**config.mk**
```make
export PLATFORM = sky130hd
export DESIGN_NAME = i2c_master_byte_engine
export DESIGN_NICKNAME = d
export VERILOG_FILES = /design/src/hw/rtl/i2cmbe_pkg.sv /design/src/hw/rtl/i2cmbe_csr.sv /design/src/hw/rtl/i2cmbe_seq.sv /design/src/hw/rtl/i2c_master_byte_engine.sv
export SDC_FILE = /design/constraint.sdc
export NUM_CORES = 1
export LEC_CHECK = 0
export ABC_CLOCK_PERIOD_IN_PS = 5300
export BUFFER_PORTS_ARGS = -buffer_cell sky130_fd_sc_hd__buf_2
export CAP_MARGIN = 20
export CORE_MARGIN = 5
export CORE_UTILIZATION = 50
export DETAILED_ROUTE_END_ITERATION = 10
export GPL_ROUTABILITY_DRIVEN = 0
export GPL_TIMING_DRIVEN = 0
export PLACE_DENSITY = 0.74
export SLEW_MARGIN = 5
export SYNTH_ARGS = -nofsm -noshare
export SYNTH_HDL_FRONTEND = slang
export SYNTH_SLANG_ARGS = --single-unit
```
**constraint.sdc**
```tcl
create_clock -name clock -period 5.3 [get_ports clock]
set_input_delay 0.795 -clock clock [delete_from_list [all_inputs] [get_ports clock]]
set_output_delay 0.795 -clock clock [all_outputs]
set_load 0.03 [all_outputs]
```
**src/hw/rtl/i2cmbe_pkg.sv**
```systemverilog
// ----------------------------------------------------------------------------
// i2cmbe_pkg
// Shared types and command codes of the I2C master byte engine.
// ----------------------------------------------------------------------------
`default_nettype none

package i2cmbe_pkg;

   localparam logic [3:0] KIND_TICK     = 4'd0;
   localparam logic [3:0] KIND_START    = 4'd1;
   localparam logic [3:0] KIND_RESTART  = 4'd2;
   localparam logic [3:0] KIND_STOP     = 4'd3;
   localparam logic [3:0] KIND_WRITE    = 4'd4;
   localparam logic [3:0] KIND_READ     = 4'd5;
   localparam logic [3:0] KIND_RSTRETCH = 4'd6;
   localparam logic [3:0] KIND_CHKACK   = 4'd7;
   localparam logic [3:0] KIND_SACK     = 4'd8;
   localparam logic [3:0] KIND_SNACK    = 4'd9;
   localparam logic [3:0] KIND_WAIT     = 4'd10;

   localparam logic REG_PHASE_TICKS = 1'b0;

   typedef struct packed {
      logic [3:0] kind;
      logic [7:0] data;
      logic       sda_in;
      logic       scl_in;
   } item_type;

   typedef struct packed {
      logic       scl_out;
      logic       sda_out;
      logic       busy_res;
      logic       done_res;
      logic [7:0] read_data;
      logic       ack_received;
      logic       rejected;
   } result_type;

endpackage

`default_nettype wire

```
**src/hw/rtl/i2cmbe_csr.sv**
```systemverilog
// ----------------------------------------------------------------------------
// i2cmbe_csr
// APB-style register port holding the phase length in ticks.
// ----------------------------------------------------------------------------
`default_nettype none

module i2cmbe_csr
   import i2cmbe_pkg::*;
(
   input  wire logic        clock,
   input  wire logic        reset,
   input  wire logic        csr_psel,
   input  wire logic        csr_penable,
   input  wire logic        csr_pwrite,
   input  wire logic [2:0]  csr_paddr,
   input  wire logic [31:0] csr_pwdata,
   output logic      [31:0] csr_prdata,
   output logic             csr_pready,
   output logic      [7:0]  phase_ticks
);

   logic [7:0] phase_ticks_ff;
   logic [7:0] phase_ticks_in;
   logic       wr_en;

   assign wr_en = csr_psel && csr_penable && csr_pwrite && csr_pready;

   always_comb begin
      phase_ticks_in = phase_ticks_ff;
      if (wr_en && (csr_paddr[2] == REG_PHASE_TICKS)) begin
         phase_ticks_in = csr_pwdata[7:0];
      end
   end

   always_ff @(posedge clock) begin
      if (reset) begin
         phase_ticks_ff <= 8'd1;
      end else begin
         phase_ticks_ff <= phase_ticks_in;
      end
   end

   always_comb begin
      csr_prdata = 32'd0;
      if (csr_paddr[2] == REG_PHASE_TICKS) begin
         csr_prdata = {24'd0, phase_ticks_ff};
      end
   end

   assign csr_pready  = 1'b1;
   assign phase_ticks = phase_ticks_ff;

endmodule

`default_nettype wire

```
**src/hw/rtl/i2cmbe_seq.sv**
```systemverilog
// ----------------------------------------------------------------------------
// i2cmbe_seq
// Pin phase sequencer: command decode, phase timing, SDA sampling and drives.
// ----------------------------------------------------------------------------
`default_nettype none

module i2cmbe_seq
   import i2cmbe_pkg::*;
(
   input  wire logic       clock,
   input  wire logic       reset,
   input  wire logic       advance,
   input  wire item_type   item,
   input  wire logic [7:0] phase_ticks,
   output result_type      result
);

   logic [3:0] cmd_ff, cmd_in;
   logic [4:0] step_ff, step_in;
   logic [7:0] shift_ff, shift_in;
   logic [7:0] timer_ff, timer_in;
   logic       scl_drv_ff, scl_drv_in;
   logic       sda_drv_ff, sda_drv_in;
   logic       ack_ff, ack_in;
   logic [7:0] rd_byte_ff, rd_byte_in;

   logic [7:0] pt;
   logic       busy;
   logic [7:0] timer_inc;
   logic [4:0] step_inc;
   logic [7:0] shift_smp;
   logic [7:0] shift_start;
   logic [1:0] drive;
   logic       done;
   logic       rej;
   logic [4:0] step_lim;

   function automatic logic [4:0] phase_count(input logic [3:0] cmd);
      logic [4:0] n;
      case (cmd)
         KIND_WRITE:    n = 5'd18;
         KIND_READ:     n = 5'd16;
         KIND_RSTRETCH: n = 5'd15;
         KIND_CHKACK:   n = 5'd2;
         KIND_WAIT:     n = 5'd1;
         default:       n = 5'd3;
      endcase
      return n;
   endfunction

   function automatic logic samples(input logic [3:0] cmd, input logic [4:0] s);
      logic r;
      case (cmd)
         KIND_READ:     r = !s[0];
         KIND_RSTRETCH: r = (s == 5'd0) || s[0];
         KIND_CHKACK:   r = (s == 5'd0);
         default:       r = 1'b0;
      endcase
      return r;
   endfunction

   // returns {scl, sda}
   function automatic logic [1:0] phase_drive(input logic [3:0] cmd, input logic [4:0] s,
                                              input logic [7:0] sh, input logic sda_prev);
      logic       c;
      logic       d;
      logic [4:0] sm1;
      logic [2:0] bit_idx;
      c       = 1'b0;
      d       = 1'b1;
      sm1     = s - 5'd1;
      bit_idx = 3'd7 - sm1[3:1];
      case (cmd) inside
         KIND_START, KIND_RESTART: begin
            c = (s == 5'd0) || (s == 5'd1);
            d = (s == 5'd0);
         end
         KIND_STOP: begin
            c = (s != 5'd0);
            d = (s == 5'd2);
         end
         KIND_WRITE: begin
            if (s == 5'd0) begin
               c = 1'b0;
               d = 1'b0;
            end else if (s >= 5'd17) begin
               c = 1'b0;
               d = sh[0];
            end else begin
               c = !s[0];
               d = sh[bit_idx];
            end
         end
         KIND_READ:     c = !s[0];
         KIND_RSTRETCH: c = s[0];
         KIND_CHKACK:   c = (s == 5'd0);
         KIND_SACK: begin
            c = (s == 5'd1);
            d = 1'b0;
         end
         KIND_SNACK:    c = (s == 5'd1);
         default: begin
            c = 1'b1;
            d = sda_prev;
         end
      endcase
      return {c, d};
   endfunction

   assign pt          = (phase_ticks == 8'd0) ? 8'd1 : phase_ticks;
   assign busy        = (cmd_ff != KIND_TICK);
   assign timer_inc   = (timer_ff < pt) ? timer_ff + 8'd1 : timer_ff;
   assign step_inc    = step_ff + 5'd1;
   assign step_lim    = phase_count(cmd_ff);
   assign shift_start = (item.kind == KIND_WRITE) ? item.data : 8'd0;

   always_comb begin
      cmd_in     = cmd_ff;
      step_in    = step_ff;
      shift_in   = shift_ff;
      timer_in   = timer_ff;
      scl_drv_in = scl_drv_ff;
      sda_drv_in = sda_drv_ff;
      ack_in     = ack_ff;
      rd_byte_in = rd_byte_ff;
      shift_smp  = shift_ff;
      drive      = {scl_drv_ff, sda_drv_ff};
      done       = 1'b0;
      rej        = 1'b0;
      if (item.kind == KIND_TICK) begin
         if (busy) begin
            timer_in = timer_inc;
            if ((timer_inc >= pt) && !((cmd_ff == KIND_WAIT) && !item.scl_in)) begin
               if (samples(cmd_ff, step_ff)) begin
                  if (cmd_ff == KIND_CHKACK) begin
                     ack_in = !item.sda_in;
                  end else begin
                     shift_smp = {shift_ff[6:0], item.sda_in};
                  end
               end
               shift_in = shift_smp;
               timer_in = 8'd0;
               if (step_inc >= step_lim) begin
                  if ((cmd_ff == KIND_READ) || (cmd_ff == KIND_RSTRETCH)) begin
                     rd_byte_in = shift_smp;
                  end
                  done    = 1'b1;
                  cmd_in  = KIND_TICK;
                  step_in = 5'd0;
               end else begin
                  step_in    = step_inc;
                  drive      = phase_drive(cmd_ff, step_inc, shift_smp, sda_drv_ff);
                  scl_drv_in = drive[1];
                  sda_drv_in = drive[0];
               end
            end
         end
      end else if (item.kind <= KIND_WAIT) begin
         if (busy) begin
            rej = 1'b1;
         end else begin
            cmd_in     = item.kind;
            step_in    = 5'd0;
            timer_in   = 8'd0;
            shift_in   = shift_start;
            drive      = phase_drive(item.kind, 5'd0, shift_start, sda_drv_ff);
            scl_drv_in = drive[1];
            sda_drv_in = drive[0];
         end
      end
   end

   always_ff @(posedge clock) begin
      if (reset) begin
         cmd_ff     <= KIND_TICK;
         step_ff    <= 5'd0;
         shift_ff   <= 8'd0;
         timer_ff   <= 8'd0;
         scl_drv_ff <= 1'b1;
         sda_drv_ff <= 1'b1;
         ack_ff     <= 1'b0;
         rd_byte_ff <= 8'd0;
      end else if (advance) begin
         cmd_ff     <= cmd_in;
         step_ff    <= step_in;
         shift_ff   <= shift_in;
         timer_ff   <= timer_in;
         scl_drv_ff <= scl_drv_in;
         sda_drv_ff <= sda_drv_in;
         ack_ff     <= ack_in;
         rd_byte_ff <= rd_byte_in;
      end
   end

   always_comb begin
      result.scl_out      = scl_drv_in;
      result.sda_out      = sda_drv_in;
      result.busy_res     = (cmd_in != KIND_TICK);
      result.done_res     = done;
      result.read_data    = rd_byte_in;
      result.ack_received = ack_in;
      result.rejected     = rej;
   end

`ifndef SYNTHESIS
   a_idle_clean: assert property (@(posedge clock) disable iff (reset)
      (cmd_ff == KIND_TICK) |-> ((step_ff == 5'd0) && (timer_ff == 8'd0)))
      else $error("idle sequencer holds a stale step or timer");

   a_step_range: assert property (@(posedge clock) disable iff (reset)
      (cmd_ff != KIND_TICK) |-> (step_ff < step_lim))
      else $error("phase step past end of command");

   a_done_idle: assert property (@(posedge clock) disable iff (reset)
      (advance && done) |-> (cmd_in == KIND_TICK))
      else $error("completed beat leaves sequencer busy");

   a_reject_keeps: assert property (@(posedge clock) disable iff (reset)
      (advance && rej) |=> ((cmd_ff == $past(cmd_ff)) && (step_ff == $past(step_ff))))
      else $error("rejected command disturbed the running sequence");
`endif

endmodule

`default_nettype wire

```
**src/hw/rtl/i2c_master_byte_engine.sv**
```systemverilog
// ----------------------------------------------------------------------------
// i2c_master_byte_engine
// rsp_valid rises after the req beat passes the input and result registers,
// and the result register stalls while rsp_ready is low; one beat per cycle
// sustained while rsp_ready is high, set by the sequencer update between the two.
// Synchronous reset: idle, drives released, phase_ticks = 1, no results held.
// ----------------------------------------------------------------------------
`default_nettype none

module i2c_master_byte_engine
   import i2cmbe_pkg::*;
(
   input  wire logic        clock,
   input  wire logic        reset,
   input  wire logic        req_valid,
   output logic             req_ready,
   input  wire logic [3:0]  req_kind,
   input  wire logic [7:0]  req_data,
   input  wire logic        req_sda_in,
   input  wire logic        req_scl_in,
   output logic             rsp_valid,
   input  wire logic        rsp_ready,
   output logic             rsp_scl_out,
   output logic             rsp_sda_out,
   output logic             rsp_busy_res,
   output logic             rsp_done_res,
   output logic      [7:0]  rsp_read_data,
   output logic             rsp_ack_received,
   output logic             rsp_rejected,
   input  wire logic        csr_psel,
   input  wire logic        csr_penable,
   input  wire logic        csr_pwrite,
   input  wire logic [2:0]  csr_paddr,
   input  wire logic [31:0] csr_pwdata,
   output logic      [31:0] csr_prdata,
   output logic             csr_pready
);

   logic       s1_valid_ff, s1_valid_in;
   item_type   s1_item_ff, s1_item_in;
   logic       out_valid_ff, out_valid_in;
   result_type out_ff, out_in;
   logic       s1_fire;
   logic [7:0] phase_ticks;
   result_type seq_result;

   i2cmbe_csr u_csr (
      .clock       (clock),
      .reset       (reset),
      .csr_psel    (csr_psel),
      .csr_penable (csr_penable),
      .csr_pwrite  (csr_pwrite),
      .csr_paddr   (csr_paddr),
      .csr_pwdata  (csr_pwdata),
      .csr_prdata  (csr_prdata),
      .csr_pready  (csr_pready),
      .phase_ticks (phase_ticks)
   );

   i2cmbe_seq u_seq (
      .clock       (clock),
      .reset       (reset),
      .advance     (s1_fire),
      .item        (s1_item_ff),
      .phase_ticks (phase_ticks),
      .result      (seq_result)
   );

   assign s1_fire   = s1_valid_ff && (!out_valid_ff || rsp_ready);
   assign req_ready = !s1_valid_ff || s1_fire;

   always_comb begin
      s1_valid_in  = s1_valid_ff;
      s1_item_in   = s1_item_ff;
      out_valid_in = out_valid_ff;
      out_in       = out_ff;
      if (req_valid && req_ready) begin
         s1_valid_in       = 1'b1;
         s1_item_in.kind   = req_kind;
         s1_item_in.data   = req_data;
         s1_item_in.sda_in = req_sda_in;
         s1_item_in.scl_in = req_scl_in;
      end else if (s1_fire) begin
         s1_valid_in = 1'b0;
      end
      if (s1_fire) begin
         out_valid_in = 1'b1;
         out_in       = seq_result;
      end else if (rsp_ready) begin
         out_valid_in = 1'b0;
      end
   end

   always_ff @(posedge clock) begin
      if (reset) begin
         s1_valid_ff  <= 1'b0;
         out_valid_ff <= 1'b0;
      end else begin
         s1_valid_ff  <= s1_valid_in;
         out_valid_ff <= out_valid_in;
      end
      s1_item_ff <= s1_item_in;
      out_ff     <= out_in;
   end

   assign rsp_valid        = out_valid_ff;
   assign rsp_scl_out      = out_ff.scl_out;
   assign rsp_sda_out      = out_ff.sda_out;
   assign rsp_busy_res     = out_ff.busy_res;
   assign rsp_done_res     = out_ff.done_res;
   assign rsp_read_data    = out_ff.read_data;
   assign rsp_ack_received = out_ff.ack_received;
   assign rsp_rejected     = out_ff.rejected;

endmodule

`default_nettype wire
```
# Word level (Yosys, flattened, before mapping)

Index checks and enable logic that the tools add are counted.

Register bits after elaboration: 74
Logic and storage cells: 195
Bits of input ports: 56

Reductions and logical operators: 35
Order comparisons: 6
Bitwise gates (word level): 2
Eq/ne operators: 24
$add $sub $neg: 4
Muxes and demuxes: 102

Operators with widths:

| cell                                                     | count |
|---|---|
| two-way mux 8 bit                                        | 24 |
| two-way mux 1 bit                                        | 63 |
| == test 4 x 3 -> 1 bit, second input constant            | 8 |
| two-way mux 5 bit                                        | 6 |
| case mux 5 bit (5 select lines)                          | 1 |
| two-way mux 4 bit                                        | 6 |
| == test 4 bit, second input constant                     | 5 |
| == test 4 x 2 -> 1 bit, second input constant            | 4 |
| zero test 5 bit                                          | 2 |
| adder 8 x 1 -> 8 bit, second input constant              | 1 |
| == test 4 x 1 -> 1 bit, second input constant            | 2 |
| greater-or-equal comparator 8 bit                        | 1 |
| zero test 8 bit                                          | 1 |
| < comparator 8 bit                                       | 1 |
| nonzero test 4 bit                                       | 2 |
| logical AND 1 bit                                        | 7 |
| zero test 1 bit                                          | 7 |
| nonzero test 2 bit                                       | 3 |
| OR reduction 2 bit                                       | 3 |
| adder 5 x 1 -> 5 bit, second input constant              | 1 |
| == test 5 x 1 -> 1 bit, second input constant            | 1 |
| == test 5 x 2 -> 1 bit, second input constant            | 1 |
| greater-or-equal comparator 5 bit                        | 1 |
| greater-or-equal comparator 5 bit, second input constant | 1 |
| 15 further kinds                                         | 21 |

# Depth between registers and ports, before layout

Gate-level depths: netlist (run 1).

Word-level depth: 24
Mapped depth: 18
Gate-level depth less buffers: 16

# Hierarchy

A second synthesis (run 1) with hierarchy kept.

Cell total of the unflattened synthesis: 548
Area, all modules: 4972.3 um^2

Modules (own cells, without submodules):

| module                 | sequential area each (um^2) | cells each | times used | area an instance (um^2) |
|---|---|---|---|---|
| i2cmbe_seq             | 720.7                       | 440        | 1          | 3402.0 |
| i2c_master_byte_engine | 880.8                       | 38         | 1          | 944.7 |
| i2cmbe_csr             | 160.2                       | 70         | 1          | 625.6 |

# Worst setup path after synthesis (run 1)

Ideal clock, no wire load.

Path kind: register -> register
Start point: register u_csr.phase_ticks_ff[5] (netlist: u_csr.phase_ticks[5])
End point: register u_seq.shift_ff[5]
Cell stages (with the launch flop): 19
Data arrival time: 3554 ps
Data required time: 5169 ps
Setup slack: 1615 ps
Path through: dfxtp_1 > inv_1 > ha_1 > a21o_1 > a21o_1 > a21oi_1 > and4_1 > nand4_1 > xnor2_1 > ha_1 > o21a_1 > o22ai_1 > a21oi_4 > a21oi_2 > or4_1 > buf_2 > buf_6 > a221oi_1 > nor3_1

Cells in the longest elaborated chain, start to end: 8

Ends and longest elaborated chain:

| element                             | RTL line          | source |
|---|---|---|
| start: declaration                  | i2cmbe_csr.sv:22  | `logic [7:0] phase_ticks_ff;` |
| start signal: assignment            | i2cmbe_csr.sv:39  | `phase_ticks_ff <= phase_ticks_in;` |
| zero test 8 bit                     | i2cmbe_seq.sv:110 | `assign pt = (phase_ticks == 8'd0) ? 8'd1 : phase_ticks;` |
| two-way mux 8 bit *                 | i2cmbe_seq.sv:110 |  |
| < comparator 8 bit                  | i2cmbe_seq.sv:112 | `assign timer_inc = (timer_ff < pt) ? timer_ff + 8'd1 : timer_ff;` |
| two-way mux 8 bit                   | i2cmbe_seq.sv:112 |  |
| greater-or-equal comparator 8 bit * | i2cmbe_seq.sv:133 | `if ((timer_inc >= pt) && !((cmd_ff == KIND_WAIT) && !item.scl_in)) begin` |
| logical AND 1 bit *                 | i2cmbe_seq.sv:133 |  |
| inequality test 2 bit (no line) *   | -                 |  |
| AND reduction 5 bit (no line) *     | -                 |  |
| end signal: assignment              | i2cmbe_seq.sv:186 | `shift_ff <= shift_in;` |
| end: declaration                    | i2cmbe_seq.sv:20  | `logic [7:0] shift_ff, shift_in;` |

Mark *: on every way between the ends. The rest lies on a longest branch, timed or not.
A chain may end at the register's enable or synchronous reset.

# Worst setup path after layout (run 1)

Start point: register u_csr.phase_ticks_ff[5] (netlist: u_csr.phase_ticks[5])
End point: register u_seq.step_ff[3]

Cells in the longest elaborated chain, start to end: 8

Ends and longest elaborated chain:

| element                             | RTL line          | source |
|---|---|---|
| zero test 8 bit                     | i2cmbe_seq.sv:110 |  |
| two-way mux 8 bit *                 | i2cmbe_seq.sv:110 |  |
| < comparator 8 bit                  | i2cmbe_seq.sv:112 |  |
| two-way mux 8 bit                   | i2cmbe_seq.sv:112 |  |
| greater-or-equal comparator 8 bit * | i2cmbe_seq.sv:133 |  |
| logical AND 1 bit *                 | i2cmbe_seq.sv:133 |  |
| inequality test 2 bit (no line) *   | -                 |  |
| AND reduction 5 bit (no line) *     | -                 |  |
| end signal: assignment              | i2cmbe_seq.sv:185 | `step_ff <= step_in;` |
| end: declaration                    | i2cmbe_seq.sv:19  | `logic [4:0] step_ff, step_in;` |

Marked as above.

==> metrics.yaml, run 1 <==
cts_sinks: 74
cts_tree: "yes"
drv_cap: 0
yosys_warnings: 0
p_per_area_nw_per_um2: 232
routedWlPerCell_um: 15.3
rr_endpoint: "u_seq.step_ff[3]"
static-leakage-power_uw: 0.00221
die_h_um: 108
seq_area_sq_um: 1760
final_cell_mix: "buf_2 (59), nand2_1 (46), dfxtp_1 (46), nor2_1 (44), a21oi_1 (38)"
grt_pass1_wl_mm: 18.9
hold_viol_final: 0
antenna_cells: 0
syn_area_sq_um: 4790
die_area_sq_um: 11600
finalSetupTns_ps: 0
reg2regPathDepth: 15
layout_commonest_cell: "buf_2"
crit_chain: "inv_1 > ha_1 > a21o_1 > a21o_1 > a21oi_1 > and2_1 > mux2_2 > ha_1 > a211oi_1 > o211ai_2 > a21oi_2 > nor4_1 > buf_2 > nand3_1 > a21oi_1"
ant_nets: 0
period_minus_slack_ps: 4410
critical_path_class: "reg2reg"
finish.instance_area_sq_um: 5500
clk_pin_slew_ps: 80
cts-root-buf: "clkbuf_8"
hold_start: "u_seq.ack_ff"
synthArstFlopShare_pct: 0
grt_pass1_vias: 4074
grt_max_degree: 22
setup_violations: 0
synth-edff-count: 28
grt_overflow: 0
yosysSeqAreaShare_pct: 36.8
core_sq_um: 9280
cp_max_fo: 10
hp-class: "reg2reg"
via_count: 4176
syn2layout_area_growth_pct: 14.8
avgSynthCellArea_sq_um: 8.93
pin_count: 105
status: "finished clean"
io_buffers: 52
nNetsFinal: 705
postCtsHoldBufs: 0
antenna_found_initial: 0
drive_gt1_share_pct: 20.7
drc: 0
clock_latency_ps: 360
routed_wl_mm: 11.6
ys_types: 74
fill_cells: 806
clockBufferDepth: 2
dpl.hpwl_mm: 8.80
row_count: 35
multi_input_area_sq_um: 2690
cts_resized: 0
clock_skew_ps: 13.1
tightest_slew_ps: 938
hold-path-endpoint: "u_seq.ack_ff"
critPathLaunchType: "register"
fin_crit_sh_pct: 83.1
track_usage_pct: 20.3
synth_flop_cell: "dfxtp_1"
cts_made_buffers: 9
dr.first_iter.drc_count: 381
worst_ep_required_time_ps: 5580
syn_inst: 536
relSlewSlack_pct: 37.3
power.total_uw: 1270
cts_max_level: 3
crit_path_max_incr_delay_ps: 720
post_cts_buffers: 0
regToRegSetupSlack_ps: 890
peakVddDrop_mv: 0.164
start_util_pct: 51.6
rsz0062_at_grt: "no"
worstHoldPathCells: 2
synth_seq_cells: 74
firstDrtPassIters: 5
place_area_sq_um: 5300
rr_startpoint: "u_csr.phase_ticks[5]"
report.final.slew_viol_count: 0
end_kind: "register"
routed_via_density: 5.52
clock.fmax_ghz: 0.227
worstPathArrival_ps: 4690
die_w_um: 108
crit_slowest_cell: "nor4_1"
synth_stat cells (6+ instances only):
master     n  area share [%]
ha_1      27             7.1
o21ai_0   21             2.2
or3_1      6            0.78
nand2_1   46             3.6
nand3_1   13             1.4
dfxtp_1   46              19
xnor2_1   10             1.8
xor2_1     7             1.3
clkbuf_1  16             1.3
buf_4     25             3.9
nor3_1    22             2.3
buf_2      7            0.73
nor2_1    44             3.4
a21oi_1   38             4.0
mux2i_1    8             1.7
a221oi_1   8             1.5
nand2b_1   7            0.91
nor2b_1    6            0.78
a21o_1     7             1.1
mux2_2    15             3.5
inv_1     23             1.8
edfxtp_1  28              18
worst max-delay path by stage:
stage	from	endpoint	slack, ps
after global routing	u_csr.phase_ticks[5]	u_seq.step_ff[3]	630
after detailed placement	u_csr.phase_ticks[5]	u_seq.step_ff[4]	940
final	u_csr.phase_ticks[5]	u_seq.step_ff[3]	890
after floorplan	u_csr.phase_ticks[5]	u_seq.shift_ff[5]	1620
after global placement	u_csr.phase_ticks[5]	u_seq.step_ff[3]	1050
after CTS	u_csr.phase_ticks[5]	u_seq.step_ff[4]	930
worst max-delay path, delay by kind of cell, from the launching register on:
family,cells,cell delay (ps)
compound gates,7,1460
simple gates,3,1100
fa+ha+maj,2,580
buf+inv,2,440
flops,1,370
mux,1,370
stage by stage:
| stage | hold slack [ps] | std cells | utilization, % | setup slack [ps] |
|---|---|---|---|---|
| finish | 477 | 756 | 59.2 | 894 |
| floorplan | 436 | 559 | - | 1620 |
| CTS | 477 | 756 | 59.2 | 929 |
| global route | 496 | 756 | 59.2 | 634 |
| global placement | 444 | 740 | 57.0 | 1050 |
| detailed placement | 465 | 740 | 57.0 | 943 |
report_power, final:
group | internal [uW] | switching [uW] | total, uW
sequential | 611 | 13.6 | 625
combinational | 73.0 | 132 | 205
clock | 207 | 236 | 443
total | 891 | 382 | 1270
sequential cells by signal, indices dropped and copies added (netlist names), 4 cells and up:
register,cells
u_seq.step_ff,5
u_seq.timer_ff,8
u_seq.cmd_ff,4
s1_item_ff,14
u_csr.phase_ticks,8
u_seq.rd_byte_ff,8
rsp_read_data,8
u_seq.shift_ff,8
cells by family after synthesis:
| family | Yosys count | share of synthesized area (%) |
|---|---|---|
| compound gates | 129 | 17.9 |
| flops | 74 | 36.8 |
| simple gates | 187 | 20.7 |
| other cells | 2 | 0.157 |
| mux | 23 | 5.20 |
| fa+ha+maj | 28 | 7.29 |
| buf+inv | 76 | 8.83 |
| xor+xnor | 17 | 3.11 |
layer usage:
metal,up-vias,track usage [%],share of wire (%)
li1,2072,-,-
met2,150,35.0,49
met5,-,0,0
met1,1927,23.8,41
met4,0,8.84,3.2
met3,27,5.04,6.5
layout make-up:
type	count	share of cell area [%]
multi-input combinational	409	48.9
sequential	74	32.0
buffer	51	5.76
timing repair buffer	52	4.73
tap	129	2.94
clock buffer	10	2.71
inverter	25	1.93
clock inverter	6	0.956
(Power assumes the default switching activity.)
==> run 2, diff against run 1 <==
- ABC_CLOCK_PERIOD_IN_PS: 5300 -> 4300
- clock period: 5.3 -> 4.3 ns (I/O delays scaled with it)
==> metrics.yaml, run 2 (same netlist as run 1, synthesis figures left out) <==
cts-root-buf: "clkbuf_8"  # unchanged
critical_path_class: "reg2reg"  # unchanged
period_minus_slack_ps: 4120  # was 4410 ps
drv_cap: 0  # unchanged
tightest_slew_ps: 974  # was 938 ps
reg2regPathDepth: 18  # was 15
die_w_um: 108  # unchanged
cts_tree: "yes"  # unchanged
cts_max_level: 3  # unchanged
ant_nets: 0  # unchanged
crit_family: "compound AO/OA/AOI/OAI gates"  # unchanged
worst_hold_slack_ps: 456  # was 477 ps
row_count: 35  # unchanged
cts_made_buffers: 9  # unchanged
static-leakage-power_uw: 0.00223  # was 0.00221 uW
via_count: 4216  # was 4,176
cts_sinks: 74  # unchanged
report.final.slew_viol_count: 0  # unchanged
routedWlPerCell_um: 15.5  # was 15.3 um
cp_num_buf_inv: 3  # was 2
pin_count: 105  # unchanged
io_buffers: 52  # unchanged
regToRegSetupSlack_ps: 180  # was 890 ps
crit_cells: 18  # was 15
critPathLaunchType: "register"  # unchanged
fin_crit_sh_pct: 95.7  # was 83.1%
hold_viol_final: 0  # unchanged
dr.first_iter.drc_count: 356  # was 381
hp-class: "in2reg"  # was reg2reg
worst_ep_required_time_ps: 4520  # was 5580 ps
crit_slowest_cell: "or4_1"  # was nor4_1
place_inst: 740  # unchanged
routed_wl_mm: 11.8  # was 11.6 mm
grt_max_degree: 22  # unchanged
setup_violations: 0  # unchanged
firstDrtPassIters: 5  # unchanged
drive_gt1_share_pct: 22.1  # was 20.7%
clk_pin_slew_ps: 90  # was 80 ps
syn2layout_area_growth_pct: 15.9  # was 14.8%
hold-path-endpoint: "s1_item_ff[6]"  # was u_seq.ack_ff
final_cell_mix: "buf_2 (59), nand2_1 (46), dfxtp_1 (46), nor2_1 (44), a21oi_1 (37)"  # was buf_2 (59), nand2_1 (46), dfxtp_1 (46), nor2_1 (44), a21oi_1 (38)
die_area_sq_um: 11600  # unchanged
worstHoldPathCells: 1  # was 2
die_h_um: 108  # unchanged
end_kind: "register"  # unchanged
crit_chain: "inv_1 > ha_1 > a21o_1 > a21o_1 > a21oi_4 > and4_4 > nand4_1 > xnor2_1 > ha_1 > o21a_1 > o22ai_1 > a21oi_4 > a21oi_2 > or4_1 > buf_2 > buf_6 > a221oi_1 > nor3_1"  # was inv_1 > ha_1 > a21o_1 > a21o_1 > a21oi_1 > and2_1 > mux2_2 > ha_1 > a211oi_1 > o211ai_2 > a21oi_2 > nor4_1 > buf_2 > nand3_1 > a21oi_1
final_cells: 759  # was 756
clock_skew_ps: 11.5  # was 13.1 ps
dpl.hpwl_mm: 8.80  # unchanged
status: "finished clean"  # unchanged
grt_pass1_wl_mm: 18.9  # about the same
finalSetupTns_ps: 0  # unchanged
cp_max_fo: 10  # unchanged
start_util_pct: 51.6  # unchanged
grt_pass1_vias: 4072  # was 4,074
rr_startpoint: "u_csr.phase_ticks[5]"  # unchanged
postCtsHoldBufs: 0  # unchanged
layout_commonest_cell: "buf_2"  # unchanged
antenna_found_initial: 0  # unchanged
antenna_cells: 0  # unchanged
grt_overflow: 0  # unchanged
pre_cts_slack_ps: -57.0  # was 943 ps
largest_reg_flops: 14  # unchanged
clock_latency_ps: 360  # about the same
relSlewSlack_pct: 34.9  # was 37.3%
largest_register: "s1_item_ff"  # unchanged
routed_via_density: 5.55  # was 5.52
hold_start: "req_data[4]"  # was u_seq.ack_ff
worstPathArrival_ps: 4340  # was 4690 ps
nNetsFinal: 708  # was 705
p_per_area_nw_per_um2: 283  # was 232 nW/um^2
clock.fmax_ghz: 0.243  # was 0.227 GHz
drc: 0  # unchanged
track_usage_pct: 20.3  # about the same
core_sq_um: 9280  # unchanged
peakVddDrop_mv: 0.202  # was 0.164 mV
setup_ws_ps: 183  # was 894 ps
clockBufferDepth: 2  # unchanged
rr_endpoint: "u_seq.shift_ff[6]"  # was u_seq.step_ff[3]
crit_path_max_incr_delay_ps: 550  # was 720 ps
## run 2: how the worst max path moves through the flow
stage                                    to  slack, ps            startpoint
final                     u_seq.shift_ff[6]        180  u_csr.phase_ticks[5]
after global placement     u_seq.step_ff[3]         50  u_csr.phase_ticks[5]
after CTS                 u_seq.timer_ff[7]         40  u_csr.phase_ticks[5]
after floorplan           u_seq.shift_ff[5]        620  u_csr.phase_ticks[5]
after global routing      u_seq.shift_ff[6]        -30  u_csr.phase_ticks[5]
after detailed placement   u_seq.step_ff[4]        -60  u_csr.phase_ticks[5]
## run 2: timing repair
item,CTS,global route
cloned,0,0
gates resized for setup,1,6
setup buffers,0,3
pin swaps,0,2
endpoints found under the setup margin,6,27
## run 2: cell type report
type,instances,area [sq um]
buffer,51,317
clock buffer,10,149
clock inverter,6,52.6
fill,801,3730
inverter,25,106
multi-input combinational,409,2720
sequential,74,1760
tap,129,161
timing repair buffer,55,283
## run 2: metal layers
layer / vias to the layer above / GRT usage (%) / wire length (um) / part of all wire, %
li1: 2084 / - / - / -
met1: 1947 / 23.8 / 4880 / 41
met2: 156 / 35.0 / 5860 / 50
met3: 29 / 5.04 / 669 / 5.7
met4: 0 / 8.84 / 372 / 3.2
met5: - / 0 / 0 / 0
## run 2: power breakdown
group / internal (uW) / switching [uW] / total (uW) / leakage (uW)
clock network: 255 / 290 / 545 / 0.0000970
registers: 754 / 16.6 / 770 / 0.000641
logic: 92.9 / 165 / 257 / 0.00150
total: 1100 / 471 / 1570 / 0.00223
## run 2: per-stage QoR
step	util, %	area (sq um)	total power, uW
after detailed placement	57.0	5300	1030
after global placement	57.0	5300	1030
after floorplan	-	4870	971
after global routing	59.8	5550	1640
after CTS	59.3	5500	1580
final	59.8	5550	1570
==> run 3, diff against run 2 <==
- SYNTH_HIERARCHICAL: unset -> 1
==> metrics.yaml, run 3 <==
status: "finished clean"  # unchanged
synth.top_cell.area_share_pct: 18.5  # was 19.2%
clock_skew_ps: 10.1  # was 11.5 ps
nNetsFinal: 719  # was 708
relSlewSlack_pct: 40.8  # was 34.9%
worstPathArrival_ps: 4490  # was 4340 ps
clock.fmax_ghz: 0.237  # was 0.243 GHz
report.final.slew_viol_count: 0  # unchanged
yosysMostFrequentCell: "dfxtp_1"
critPathLaunchType: "register"  # unchanged
clockBufferDepth: 2  # unchanged
antenna_cells: 0  # unchanged
cts_sinks: 74  # unchanged
cts_max_level: 3  # unchanged
drv_cap: 0  # unchanged
clock_latency_ps: 350  # was 360 ps
synthArstFlopShare_pct: 0  # unchanged
antenna_found_initial: 0  # unchanged
die_h_um: 110  # was 108 um
crit_chain: "nor4_2 > a41oi_1 > o21ai_1 > nand2_1 > a221oi_4 > clkbuf_8 > nand3_1 > xnor2_1 > ha_1 > or4_1 > a221oi_4 > nor2_4 > and4_1 > buf_2 > and2_2 > a211oi_1"  # was inv_1 > ha_1 > a21o_1 > a21o_1 > a21oi_4 > and4_4 > nand4_1 > xnor2_1 > ha_1 > o21a_1 > o22ai_1 > a21oi_4 > a21oi_2 > or4_1 > buf_2 > buf_6 > a221oi_1 > nor3_1
io_buffers: 53  # was 52
routed_wl_mm: 12.2  # was 11.8 mm
power.total_uw: 1620  # was 1570 uW
worst_ep_required_time_ps: 4570  # was 4520 ps
end_kind: "register"  # unchanged
cp_max_fo: 10  # unchanged
clk_pin_slew_ps: 90  # about the same
track_usage_pct: 20.5  # was 20.3%
crit_family: "simple AND/OR/NAND/NOR gates"  # was compound AO/OA/AOI/OAI gates
cts_made_buffers: 9  # unchanged
cts_tree: "yes"  # unchanged
finish.instance_area_sq_um: 5790  # was 5550 sq um
routedWlPerCell_um: 15.8  # was 15.5 um
grt_pass1_vias: 3917  # was 4,072
routed_via_density: 5.55  # about the same
fin_crit_sh_pct: 98.1  # was 95.7%
grt_pass1_wl_mm: 19.5  # was 18.9 mm
die_area_sq_um: 12000  # was 11,600 sq um
drive_gt1_share_pct: 25.1  # was 22.1%
grt_overflow: 0  # unchanged
start_util_pct: 51.1  # was 51.6%
syn_inst: 548  # was 536
rr_startpoint: "u_csr/phase_ticks[6]"  # was u_csr.phase_ticks[5]
cts-root-buf: "clkbuf_8"  # unchanged
final_cell_mix: "buf_2 (62), a21oi_1 (45), dfxtp_1 (44), nor2_1 (34), buf_4 (32)"  # was buf_2 (59), nand2_1 (46), dfxtp_1 (46), nor2_1 (44), a21oi_1 (37)
finalSetupTns_ps: 0  # unchanged
pin_count: 105  # unchanged
final_cells: 774  # was 759
cpMostUsedCell: "a221oi_4"
yosysSeqAreaShare_pct: 35.4  # was 36.8%
place_inst: 757  # was 740
hold_start: "req_data[1]"  # was req_data[4]
via_count: 4296  # was 4,216
synth_seq_cells: 74  # unchanged
grt_max_degree: 17  # was 22
cp-startpoint: "u_csr/phase_ticks[6]"  # was u_csr.phase_ticks[5]
setup_violations: 0  # unchanged
synth.area.top_cells: "dfxtp_1 (19%), edfxtp_1 (17%), ha_1 (6.8%)"  # was dfxtp_1 (19%), edfxtp_1 (18%), ha_1 (7.1%)
crit_slowest_cell: "or4_1"  # unchanged
critical_path_class: "reg2reg"  # unchanged
ant_nets: 0  # unchanged
place_area_sq_um: 5500  # was 5300 sq um
die_w_um: 110  # was 108 um
ys_types: 85  # was 74
synth-edff-count: 28  # unchanged
synth_flop_cell: "dfxtp_1"  # unchanged
syn_area_sq_um: 4970  # was 4790 sq um
static-leakage-power_uw: 0.00235  # was 0.00223 uW
layout_commonest_cell: "buf_2"  # unchanged
row_count: 36  # was 35
yosys_warnings: 6  # was 0
period_minus_slack_ps: 4220  # was 4120 ps
firstDrtPassIters: 6  # was 5
syn2layout_area_growth_pct: 16.5  # was 15.9%
peakVddDrop_mv: 0.155  # was 0.202 mV
worst_hold_slack_ps: 462  # was 456 ps
tightest_slew_ps: 885  # was 974 ps
rsz0062_at_grt: "yes"
cp_num_buf_inv: 2  # was 3
yosys.area.top_type: "dfxtp_1"  # unchanged
core_sq_um: 9730  # was 9280 sq um
dpl.hpwl_mm: 8.93  # was 8.80 mm
avgSynthCellArea_sq_um: 9.07  # was 8.93 sq um
dr.first_iter.drc_count: 355  # was 356
largest_reg_flops: 14  # unchanged
netlist_top_cells_count: "dfxtp_1 (46), a21oi_1 (45), nor2_1 (35), buf_4 (30), nand2_1 (30)"  # was dfxtp_1 (46), nand2_1 (46), nor2_1 (44), a21oi_1 (38), edfxtp_1 (28)
crit_path_max_incr_delay_ps: 540  # was 550 ps
largest_register: "s1_item_ff"  # unchanged
hp-class: "in2reg"  # unchanged
p_per_area_nw_per_um2: 279  # was 283 nW/um^2
drc: 0  # unchanged
hold_viol_final: 0  # unchanged
-- run 3: cell types whose count changed in the layout (fill, tap and decap cells not counted), sizes merged, moves of 10 or more --
cell / delta
buf: +11
a211oi: +15
mux2: -14
nor2: -10
nand2: -16
nand2b: +20
nor3: -13
and2b: +10
-- run 3: per-layer routing --
metal  part of all wire (%)  vias up  GRT usage (%)  wire [um]
li1                       -     2110              -          -
met4                   0.81        0           4.99         99
met3                    6.4       11           3.70        785
met5                      0        -              0          0
met2                     47      159           32.8       5740
met1                     46     2016           28.6       5590
-- run 3: cells by family (layout without fill, tap and decap cells) --
group / Yosys count / count (layout) / synth area share (%)
AOI/OAI and AO/OA: 147 / 147 / 20.6
xor gates and xnor gates: 15 / 15 / 2.64
adders and majority gates: 28 / 28 / 7.02
buffers and inverters: 90 / 160 / 10.2
DFF: 74 / 74 / 35.4
muxes: 17 / 17 / 3.45
other: 2 / 25 / 0.151
and+or+nand+nor: 175 / 175 / 20.5
-- run 3: stage by stage --
stage | worst slack, ps | utilization (%)
after global placement | -339 | 56.4
final | 80.4 | 59.5
after floorplan | 297 | -
after CTS | 106 | 59.0
after global routing | -139 | 59.5
after detailed placement | -441 | 56.5
-- run 3: area by class of cell --
type | count | area, sq um
Clock inverter | 6 | 70.1
Fill cell | 857 | 3940
Tap cell | 133 | 166
Multi-Input combinational cell | 407 | 2860
Buffer | 59 | 403
Clock buffer | 10 | 138
Timing Repair Buffer | 55 | 280
Sequential cell | 74 | 1760
Inverter | 30 | 113
-- run 3: path summary, 6_finish.rpt --
kind	to	slack [ps]	depth (start not counted)
max	u_seq/rd_byte_ff[4]	80	16
min	s1_item_ff[3]	460	1
max reg2reg	u_seq/rd_byte_ff[4]	80	16
min reg2reg	rsp_valid	500	2
-- run 3: power by group --
group,leakage (uW),total [uW],internal [uW],switching (uW)
sequential,0.000643,772,754,18.4
clock,0.000108,568,290,277
combinational,0.00160,279,105,174
total,0.00235,1620,1150,470
-- run 3: timing repair --
action,4_1_cts,5_1_grt
endpoints found under the setup margin,33,32
resized for setup,7,15
pin swaps,1,1
hold buffers,0,0
setup buffers,1,1
